`src/rrta_pkg.sv`:
```
`default_nettype none

package rrta_pkg;

  // Number of requester slots and the widths that follow from it.
  localparam int MaxSlots = 8;
  localparam int SlotW    = 3;
  localparam int CntW     = 4;

  // Command codes.
  localparam logic [2:0] CmdConnect    = 3'd0;
  localparam logic [2:0] CmdDisconnect = 3'd1;
  localparam logic [2:0] CmdAdvance    = 3'd2;
  localparam logic [2:0] CmdTick       = 3'd3;
  localparam logic [2:0] CmdStart      = 3'd4;
  localparam logic [2:0] CmdEnd        = 3'd5;

  // Status codes.
  localparam logic [1:0] StOk    = 2'd0;
  localparam logic [1:0] StRange = 2'd1;
  localparam logic [1:0] StNone  = 2'd2;

  // Answers of the shared step unit for one cycle of the search.
  typedef struct packed {
    logic            hit;
    logic            last;
    logic            ge;
    logic [CntW-1:0] reduced;
    logic [CntW-1:0] stepped;
  } scan_res_t;

endpackage

`default_nettype wire

```
`src/rrta_scan_unit.sv`:
```
`default_nettype none

// One step of the slot search: tests the slot under the cursor, steps the
// cursor with wrap at the active count, and reduces a start index that is
// not yet below the count by one subtraction.
module rrta_scan_unit (
  input  wire logic [rrta_pkg::CntW-1:0]   idx_i,
  input  wire logic [rrta_pkg::CntW-1:0]   step_i,
  input  wire logic [rrta_pkg::CntW-1:0]   n_i,
  input  wire logic [rrta_pkg::MaxSlots-1:0] mask_i,
  output rrta_pkg::scan_res_t              res_o
);

  logic [rrta_pkg::CntW-1:0] inc;

  assign inc = idx_i + rrta_pkg::CntW'(1);

  always_comb begin
    res_o.hit     = mask_i[idx_i[rrta_pkg::SlotW-1:0]];
    res_o.last    = (step_i == (n_i - rrta_pkg::CntW'(1)));
    res_o.ge      = (idx_i >= n_i);
    res_o.reduced = idx_i - n_i;
    res_o.stepped = (inc == n_i) ? '0 : inc;
  end

endmodule

`default_nettype wire

```
`src/round_robin_turn_arbiter_top.sv`:
```
`default_nettype none

// Round-robin turn arbiter over eight requester slots with a connected mask.
// Each command transfer (connect, disconnect, advance, tick, start, end)
// yields exactly one result transfer that reports the state after the
// command: status, turn holder, one-hot grant, whether slot_id holds the
// turn, connected count, and the wrapping round and move counters. The
// slot_count register (reset value 2; 0 acts as 1, above 8 acts as 8) sets
// the rotation length and may be written only while the block is idle.
// The block works on one command at a time. Commands that need no search
// pass from decode straight to the done state. Advance, a tick while
// active with slots connected, and a disconnect of the turn holder search
// for the next connected slot with a single shared step unit: first the
// start index (holder plus one) is reduced modulo the rotation length by
// repeated subtraction, one subtraction per cycle, then the slots are
// tested one per cycle, at most the rotation length of them. The next
// command can be taken in the same cycle that the result turns valid. A
// finished result sits in the output register, and the next command is
// taken while it waits to be transferred out.
module round_robin_turn_arbiter_top (
  input  wire logic                          clk_i,
  input  wire logic                          rst_ni,
  // Configuration write channel.
  input  wire logic                          cfg_valid_i,
  output logic                               cfg_ready_o,
  input  wire logic [rrta_pkg::CntW-1:0]     cfg_slot_count_i,
  // Command channel.
  input  wire logic                          in_valid_i,
  output logic                               in_ready_o,
  input  wire logic [2:0]                    command_i,
  input  wire logic [rrta_pkg::SlotW-1:0]    slot_id_i,
  // Result channel.
  output logic                               out_valid_o,
  input  wire logic                          out_ready_i,
  output logic [1:0]                         status_o,
  output logic [rrta_pkg::SlotW-1:0]         turn_holder_o,
  output logic [rrta_pkg::MaxSlots-1:0]      grant_onehot_o,
  output logic                               asked_has_turn_o,
  output logic [rrta_pkg::CntW-1:0]          connected_count_o,
  output logic [31:0]                        rounds_done_o,
  output logic [31:0]                        moves_done_o
);

  typedef enum logic [2:0] {
    StIdle,
    StDecode,
    StReduce,
    StScan,
    StDone
  } state_e;

  state_e                          state_q;
  logic [2:0]                      cmd_q;
  logic [rrta_pkg::SlotW-1:0]      slot_q;
  logic [rrta_pkg::CntW-1:0]       idx_q;
  logic [rrta_pkg::CntW-1:0]       step_q;
  logic [1:0]                      status_q;
  logic [rrta_pkg::MaxSlots-1:0]   mask_q;
  logic [rrta_pkg::SlotW-1:0]      holder_q;
  logic [rrta_pkg::MaxSlots-1:0]   grant_q;
  logic [rrta_pkg::CntW-1:0]       live_q;
  logic [31:0]                     round_q;
  logic [31:0]                     move_q;
  logic                            active_q;
  logic [rrta_pkg::CntW-1:0]       slot_count_q;
  logic                            out_valid_q;

  logic [rrta_pkg::CntW-1:0]       eff_n;
  logic                            in_range;
  logic                            slot_conn;
  logic                            out_free;
  rrta_pkg::scan_res_t             scan;

  // The effective rotation length is the register clamped to 1..MaxSlots.
  always_comb begin
    if (slot_count_q == '0) begin
      eff_n = rrta_pkg::CntW'(1);
    end else if (slot_count_q > rrta_pkg::CntW'(rrta_pkg::MaxSlots)) begin
      eff_n = rrta_pkg::CntW'(rrta_pkg::MaxSlots);
    end else begin
      eff_n = slot_count_q;
    end
  end

  assign in_range  = ({1'b0, slot_q} < eff_n);
  assign slot_conn = mask_q[slot_q];
  assign out_free  = !out_valid_q || out_ready_i;

  // The shared step unit serves both the modulo reduction and the scan.
  rrta_scan_unit u_scan (
    .idx_i  (idx_q),
    .step_i (step_q),
    .n_i    (eff_n),
    .mask_i (mask_q),
    .res_o  (scan)
  );

  assign cfg_ready_o = 1'b1;
  assign in_ready_o  = (state_q == StIdle);
  assign out_valid_o = out_valid_q;

  always_ff @(posedge clk_i or negedge rst_ni) begin
    if (!rst_ni) begin
      state_q           <= StIdle;
      cmd_q             <= '0;
      slot_q            <= '0;
      idx_q             <= '0;
      step_q            <= '0;
      status_q          <= rrta_pkg::StOk;
      mask_q            <= '0;
      holder_q          <= '0;
      grant_q           <= '0;
      live_q            <= '0;
      round_q           <= '0;
      move_q            <= '0;
      active_q          <= 1'b0;
      slot_count_q      <= rrta_pkg::CntW'(2);
      out_valid_q       <= 1'b0;
      status_o          <= rrta_pkg::StOk;
      turn_holder_o     <= '0;
      grant_onehot_o    <= '0;
      asked_has_turn_o  <= 1'b0;
      connected_count_o <= '0;
      rounds_done_o     <= '0;
      moves_done_o      <= '0;
    end else begin
      if (cfg_valid_i) begin
        slot_count_q <= cfg_slot_count_i;
      end

      // In the done state the hand-over below decides the valid flag.
      if (out_valid_q && out_ready_i && (state_q != StDone)) begin
        out_valid_q <= 1'b0;
      end

      case (state_q)
        StIdle: begin
          if (in_valid_i) begin
            cmd_q   <= command_i;
            slot_q  <= slot_id_i;
            state_q <= StDecode;
          end
        end

        StDecode: begin
          idx_q  <= {1'b0, holder_q} + rrta_pkg::CntW'(1);
          step_q <= '0;
          case (cmd_q)
            rrta_pkg::CmdConnect: begin
              state_q <= StDone;
              if (!in_range) begin
                status_q <= rrta_pkg::StRange;
              end else begin
                status_q <= rrta_pkg::StOk;
                if (!slot_conn) begin
                  mask_q[slot_q] <= 1'b1;
                  live_q         <= live_q + rrta_pkg::CntW'(1);
                end
              end
            end
            rrta_pkg::CmdDisconnect: begin
              if (!in_range) begin
                status_q <= rrta_pkg::StRange;
                state_q  <= StDone;
              end else begin
                status_q <= rrta_pkg::StOk;
                if (slot_conn) begin
                  mask_q[slot_q] <= 1'b0;
                  live_q         <= live_q - rrta_pkg::CntW'(1);
                  state_q        <= (holder_q == slot_q) ? StReduce : StDone;
                end else begin
                  state_q <= StDone;
                end
              end
            end
            rrta_pkg::CmdAdvance: begin
              status_q <= rrta_pkg::StOk;
              state_q  <= StReduce;
            end
            rrta_pkg::CmdTick: begin
              if (active_q && (live_q == '0)) begin
                status_q <= rrta_pkg::StNone;
              end else begin
                status_q <= rrta_pkg::StOk;
              end
              state_q <= (active_q && (live_q != '0)) ? StReduce : StDone;
            end
            rrta_pkg::CmdStart: begin
              status_q <= rrta_pkg::StOk;
              state_q  <= StDone;
              active_q <= 1'b1;
            end
            rrta_pkg::CmdEnd: begin
              status_q <= rrta_pkg::StOk;
              state_q  <= StDone;
              active_q <= 1'b0;
            end
            default: begin
              status_q <= rrta_pkg::StOk;
              state_q  <= StDone;
            end
          endcase
        end

        // Bring the start index below the rotation length.
        StReduce: begin
          if (scan.ge) begin
            idx_q <= scan.reduced;
          end else begin
            state_q <= StScan;
          end
        end

        // Test one slot per cycle, starting one past the holder.
        StScan: begin
          if (scan.hit) begin
            holder_q <= idx_q[rrta_pkg::SlotW-1:0];
            grant_q  <= rrta_pkg::MaxSlots'(1) << idx_q[rrta_pkg::SlotW-1:0];
            if (cmd_q != rrta_pkg::CmdDisconnect) begin
              move_q <= move_q + 32'd1;
            end
            if (cmd_q == rrta_pkg::CmdTick && idx_q == '0) begin
              round_q <= round_q + 32'd1;
            end
            state_q <= StDone;
          end else if (scan.last) begin
            if (cmd_q != rrta_pkg::CmdDisconnect) begin
              status_q <= rrta_pkg::StNone;
            end
            state_q <= StDone;
          end else begin
            idx_q  <= scan.stepped;
            step_q <= step_q + rrta_pkg::CntW'(1);
          end
        end

        StDone: begin
          if (out_free) begin
            out_valid_q       <= 1'b1;
            status_o          <= status_q;
            turn_holder_o     <= holder_q;
            grant_onehot_o    <= grant_q;
            asked_has_turn_o  <= in_range && (holder_q == slot_q) && slot_conn;
            connected_count_o <= live_q;
            rounds_done_o     <= round_q;
            moves_done_o      <= move_q;
            state_q           <= StIdle;
          end
        end

        default: begin
          state_q <= StIdle;
        end
      endcase
    end
  end

  // The connected count always tracks the population of the mask.
  a_count_matches_mask: assert property (@(posedge clk_i) disable iff (!rst_ni)
    live_q == rrta_pkg::CntW'($countones(mask_q)))
    else $error("connected count differs from the connected mask");

  // The grant is empty or names exactly the holder.
  a_grant_is_holder: assert property (@(posedge clk_i) disable iff (!rst_ni)
    $onehot0(grant_q) && ((grant_q == '0) || grant_q[holder_q]))
    else $error("grant does not match the turn holder");

  // The scan never tests more slots than the rotation holds.
  a_scan_bounded: assert property (@(posedge clk_i) disable iff (!rst_ni)
    (state_q == StScan) |-> ((step_q < eff_n) && (idx_q < eff_n)))
    else $error("slot search ran past the rotation length");

  // A result becomes valid only when a finished command is handed over.
  a_result_from_done: assert property (@(posedge clk_i) disable iff (!rst_ni)
    $rose(out_valid_q) |-> $past(state_q == StDone))
    else $error("result valid raised outside of command completion");

endmodule

`default_nettype wire
```
`config.mk`:
```
export PLATFORM = sky130hd
export DESIGN_NAME = round_robin_turn_arbiter_top
export DESIGN_NICKNAME = d
export VERILOG_FILES = /design/src/rrta_pkg.sv /design/src/rrta_scan_unit.sv /design/src/round_robin_turn_arbiter_top.sv
export SDC_FILE = /design/constraint.sdc
export NUM_CORES = 1
export LEC_CHECK = 0
export BUFFER_PORTS_ARGS = -buffer_cell sky130_fd_sc_hd__buf_2
export CORE_MARGIN = 1.5
export CORE_UTILIZATION = 25
export DETAILED_ROUTE_END_ITERATION = 8
export GPL_TIMING_DRIVEN = 0
export HOLD_SLACK_MARGIN = 0.08
export MAX_ROUTING_LAYER = met4
export SLEW_MARGIN = 20
export SYNTH_ARGS = -nofsm -noshare
export SYNTH_HDL_FRONTEND = slang
export SYNTH_HIERARCHICAL = 1
export SYNTH_SLANG_ARGS = --single-unit
export TNS_END_PERCENT = 1
```
`constraint.sdc`:
```
create_clock -name clk_i -period 6.45 [get_ports clk_i]
set_input_delay 0.9675 -clock clk_i [delete_from_list [all_inputs] [get_ports clk_i]]
set_output_delay 0.9675 -clock clk_i [all_outputs]
set_load 0.02 [all_outputs]
```
==> results <==
- The root buffer cell is sky130_fd_sc_hd__clkbuf_16.
- The number of antenna diodes in the final layout is 0.
- The die height is ~190 um.
- Across the VDD grid, the largest voltage drop is 0.0001994 V.
- The number of iterations in the first detailed-routing pass is 4.
- The total power after layout is 3.499 mW.
- The clock net in this run drives a total of 194 sinks.
- The cell area after synthesis is ~0.009 mm2.
- The number of antenna violations at the first check in global routing is 0.
- The number of buffer and inverter stages on the critical path is 0.
- The remaining global-route overflow is 0.
- The number of CTS-inserted buffers is 17.
- In the finished design, the share of the clock period the worst path needs comes to 49.67%.
- The clock insertion delay at the later pin of the skew report is 0.45 ns.
- The dominant register cell in the synthesized netlist is sky130_fd_sc_hd__dfrtp_1.
- The final setup violation count is 0.
- The flip-flop and latch count after synthesis is 194.
- The setup skew after layout is about 0.014 ns.
- The global router's overall resource usage is 11.57%.
- The family with the most delay on the worst path is simple AND/OR/NAND/NOR gates.
- Across the run, the number of max-cap violations was 0.
- The layout overhead on the synthesized area is 19.23%.
- The core area is 0.03540 mm2.
- After detailed routing, the number of vias per cell comes to between 4 and 5.
- After clock tree synthesis, the clock-pin slew on the worst setup and hold paths is 0.08 ns.
- Once detailed placement completed, the half-perimeter wirelength came to 14420 um.
- The critical-path maximum fanout is 11.
- The commonest cells after synthesis are 193 x sky130_fd_sc_hd__dfrtp_1, 93 x sky130_fd_sc_hd__mux2_2, 64 x sky130_fd_sc_hd__nand2_1, 53 x sky130_fd_sc_hd__xnor2_1, 36 x sky130_fd_sc_hd__nor2_1.
- The max-slew violation count came to 0.
- The flow ran to the end, and the final reports show no timing, DRC or antenna violations.
- Dividing the detail-routed wire length by the instance count gives 14.64 um.
- Across the whole layout, storage elements account for 0.004856 mm2.
- The number of nets produced by synthesis is 793.
- The critical path goes through mux4_1 > mux2_2 > nand4b_2 > nor4_2 > nand4_1 > nor4_1 > xor2_1.
- The count of hold-fix buffers inserted at cts is 0.
- During placement, the flow inserted port buffers numbering slightly below 100.
- For this configuration, the core starts out at a cell density of 25.31%.
- TritonCTS built the clock tree.
- The power density normalized to cell area is 327.6 mW/mm2.
- The relative slew slack is 26.22%.
- The final layout net count is 912.
- Summing the sequential cell areas from Yosys gives between 50% and 60% of the chip area.
- In this design, the stage delay of the slowest critical-path cell is 0.62 ns.
- The capturing element type of the critical path is a register.
- The worst setup path is launched from a register.
- The final wirelength is between 15000 and 20000 um.
- In this run the deepest clock path goes through 2 buffers.
- Static timing analysis puts the maximum clock frequency at around 310 MHz.
- The filler cells instantiated in the layout total 3665.
- The I/O pin total is 100.
- The minimum clock period after layout is 3.204 ns.
- The first-pass GRT wire length is about 32000 um.
- The post-CTS setup-driven buffer insertion count is 0.
- The synthesized area divided by synthesized cell count is 11.76 um2.
- The H-tree was split into 4 levels.
- The share of post-route cells with drive strength above 1 is between 20 and 30%.
- The worst setup path is of the reg2reg kind.
- The post-synthesis cell count is 762.
- The initial DRC count is 222.
- The die is 192.3 um wide.
- The path class of the lowest-slack min-delay path is in2async.
- The largest net degree at the start of global routing is 92.
- The share of Yosys cell area claimed by the top area cell type is a little over half.
- The final weighted congestion in routability-driven placement is 0.8232.
- Among all cell types in the netlist, the one instantiated most often is sky130_fd_sc_hd__dfrtp_1.
- Setup repair after global routing left no endpoint under its margin.
- Yosys attributes the largest share of cell area to sky130_fd_sc_hd__dfrtp_1 54%, sky130_fd_sc_hd__mux2_2 12%, sky130_fd_sc_hd__xnor2_1 5.2%.
- The number of flops mapped to enable cells by yosys is 0.
- After detailed routing, the number of remaining DRC violations is 0.
- For the worst setup path, the data arrival time is 3.58 ns.
- The count of synthesis-stage warnings from yosys is 6.
- The area of the multi-input gates is 0.003892 mm2.
- For this run, asynchronously set or reset flops after synthesis account for 100.0%.
- The hold violation count in the final report came to 0.
- The sum of negative setup slack is 0 ns.
- Counting distinct cell types in the post-synthesis netlist gives 57.
- In this run the static leakage power is 5.219 nW.
- The slowest cell on the critical path is sky130_fd_sc_hd__nor4_2.
- Post-CTS repair changed the size of 0 cells.
- The cell type with the highest aggregate area in the netlist is sky130_fd_sc_hd__dfrtp_1.
- The routed layout has ~6100 vias.
- The endpoint required time on the critical path is 6.82 ns.
- The count of nets left with antenna violations once routing finished came out at 0.
- Row generation in the floorplan step produced 69 rows.
- The via count of the first global-routing pass was 5848.
- The measured slew at the worst slew-check pin is 1.098 ns.
- The die area is 0.03698 mm2.
## where the power goes
group / switching (mW) / total, mW / internal [mW]
sequential: 0.136 / 1.46 / 1.33
combinational: 0.576 / 0.968 / 0.391
clock: 0.518 / 1.07 / 0.552
## registers in the layout, summed over array words and instances, names as in the netlist, 4 cells and up, named ones only
register	cells
idx_q	4
slot_count_q	4
connected_count_o	4
rounds_done_o	32
moves_done_o	32
step_q	4
live_q	4
move_q	32
round_q	32
grant_onehot_o	8
grant_q	8
## path summary, 6_finish.rpt
kind	start	to	slack (ns)	cells past startpoint
min reg2reg	move_q[31]$_DFFE_PN0P_	move_q[31]$_DFFE_PN0P_	0.48	1
max	idx_q[0]$_DFFE_PN0P_	round_q[16]$_DFFE_PN0P_	3.25	7
max reg2reg	idx_q[0]$_DFFE_PN0P_	round_q[16]$_DFFE_PN0P_	3.25	7
max in group asynchronous	rst_ni	round_q[11]$_DFFE_PN0P_	5.39	2
min	rst_ni	move_q[2]$_DFFE_PN0P_	0.34	1
min in group clk_i	move_q[31]$_DFFE_PN0P_	move_q[31]$_DFFE_PN0P_	0.48	1
## cell type report
| type | instances | area share, % |
|---|---|---|
| inverter | 23 | 0.8082 |
| sequential | 194 | 45.46 |
| buffer | 31 | 1.160 |
| clock buffer | 17 | 3.983 |
| tap | 461 | 5.400 |
| multi-input combinational | 514 | 36.44 |
| clock inverter | 15 | 1.546 |
| timing repair buffer | 100 | 5.201 |
## cell families (layout without fill, tap and decap cells)
logic type	count (synthesis)	after routing	share of synthesized area, %
XOR/XNOR	83	83	8.115
multiplexers	106	106	13.65
AO/OA/AOI/OAI	80	80	5.684
adder cells (fa/ha/maj)	16	16	2.402
flip-flops	194	194	54.20
AND/OR/NAND/NOR	228	228	13.56
buffers and inverters	54	186	2.346
other	1	1	0.04186
## per-stage QoR
step / hold slack [ns] / setup slack, ns / area [um2] / util, % / std cells
after CTS: 0.3096 / 3.213 / 10680 / 30.18 / 1355
after global routing: 0.3166 / 3.004 / 10680 / 30.18 / 1355
after detailed placement: 0.4705 / 3.189 / 10090 / 28.51 / 1323
final: 0.3362 / 3.246 / 10680 / 30.18 / 1355
after floorplan: 0.4393 / 3.764 / 8959 / - / 762
after global placement: 0.4590 / 1.015 / 10030 / 28.32 / 1321
## routing by layer
layer | GRT usage (%) | wire [um]
met2 | 17.75 | 9444
met1 | 15.04 | 9336
met3 | 2.600 | 789
met5 | - | 0
met4 | 3.936 | 262
## placed cells by master, fill, tap and decap left out, types with 5 or more instances in the layout
cell type,count
sky130_fd_sc_hd__a21oi_1,19
sky130_fd_sc_hd__and3_1,9
sky130_fd_sc_hd__and4_1,7
sky130_fd_sc_hd__buf_2,100
sky130_fd_sc_hd__clkbuf_1,25
sky130_fd_sc_hd__clkbuf_16,17
sky130_fd_sc_hd__dfrtp_1,193
sky130_fd_sc_hd__ha_1,14
sky130_fd_sc_hd__inv_1,22
sky130_fd_sc_hd__inv_8,5
sky130_fd_sc_hd__mux2_2,93
sky130_fd_sc_hd__mux2i_1,10
sky130_fd_sc_hd__nand2_1,64
sky130_fd_sc_hd__nand2b_1,12
sky130_fd_sc_hd__nand3_1,35
sky130_fd_sc_hd__nand4_1,15
sky130_fd_sc_hd__nor2_1,36
sky130_fd_sc_hd__nor2b_1,6
sky130_fd_sc_hd__nor3_1,15
sky130_fd_sc_hd__nor4_1,6
sky130_fd_sc_hd__o21ai_0,30
sky130_fd_sc_hd__xnor2_1,53
sky130_fd_sc_hd__xor2_1,30
Note: power is estimated with default switching activity, not from simulation.
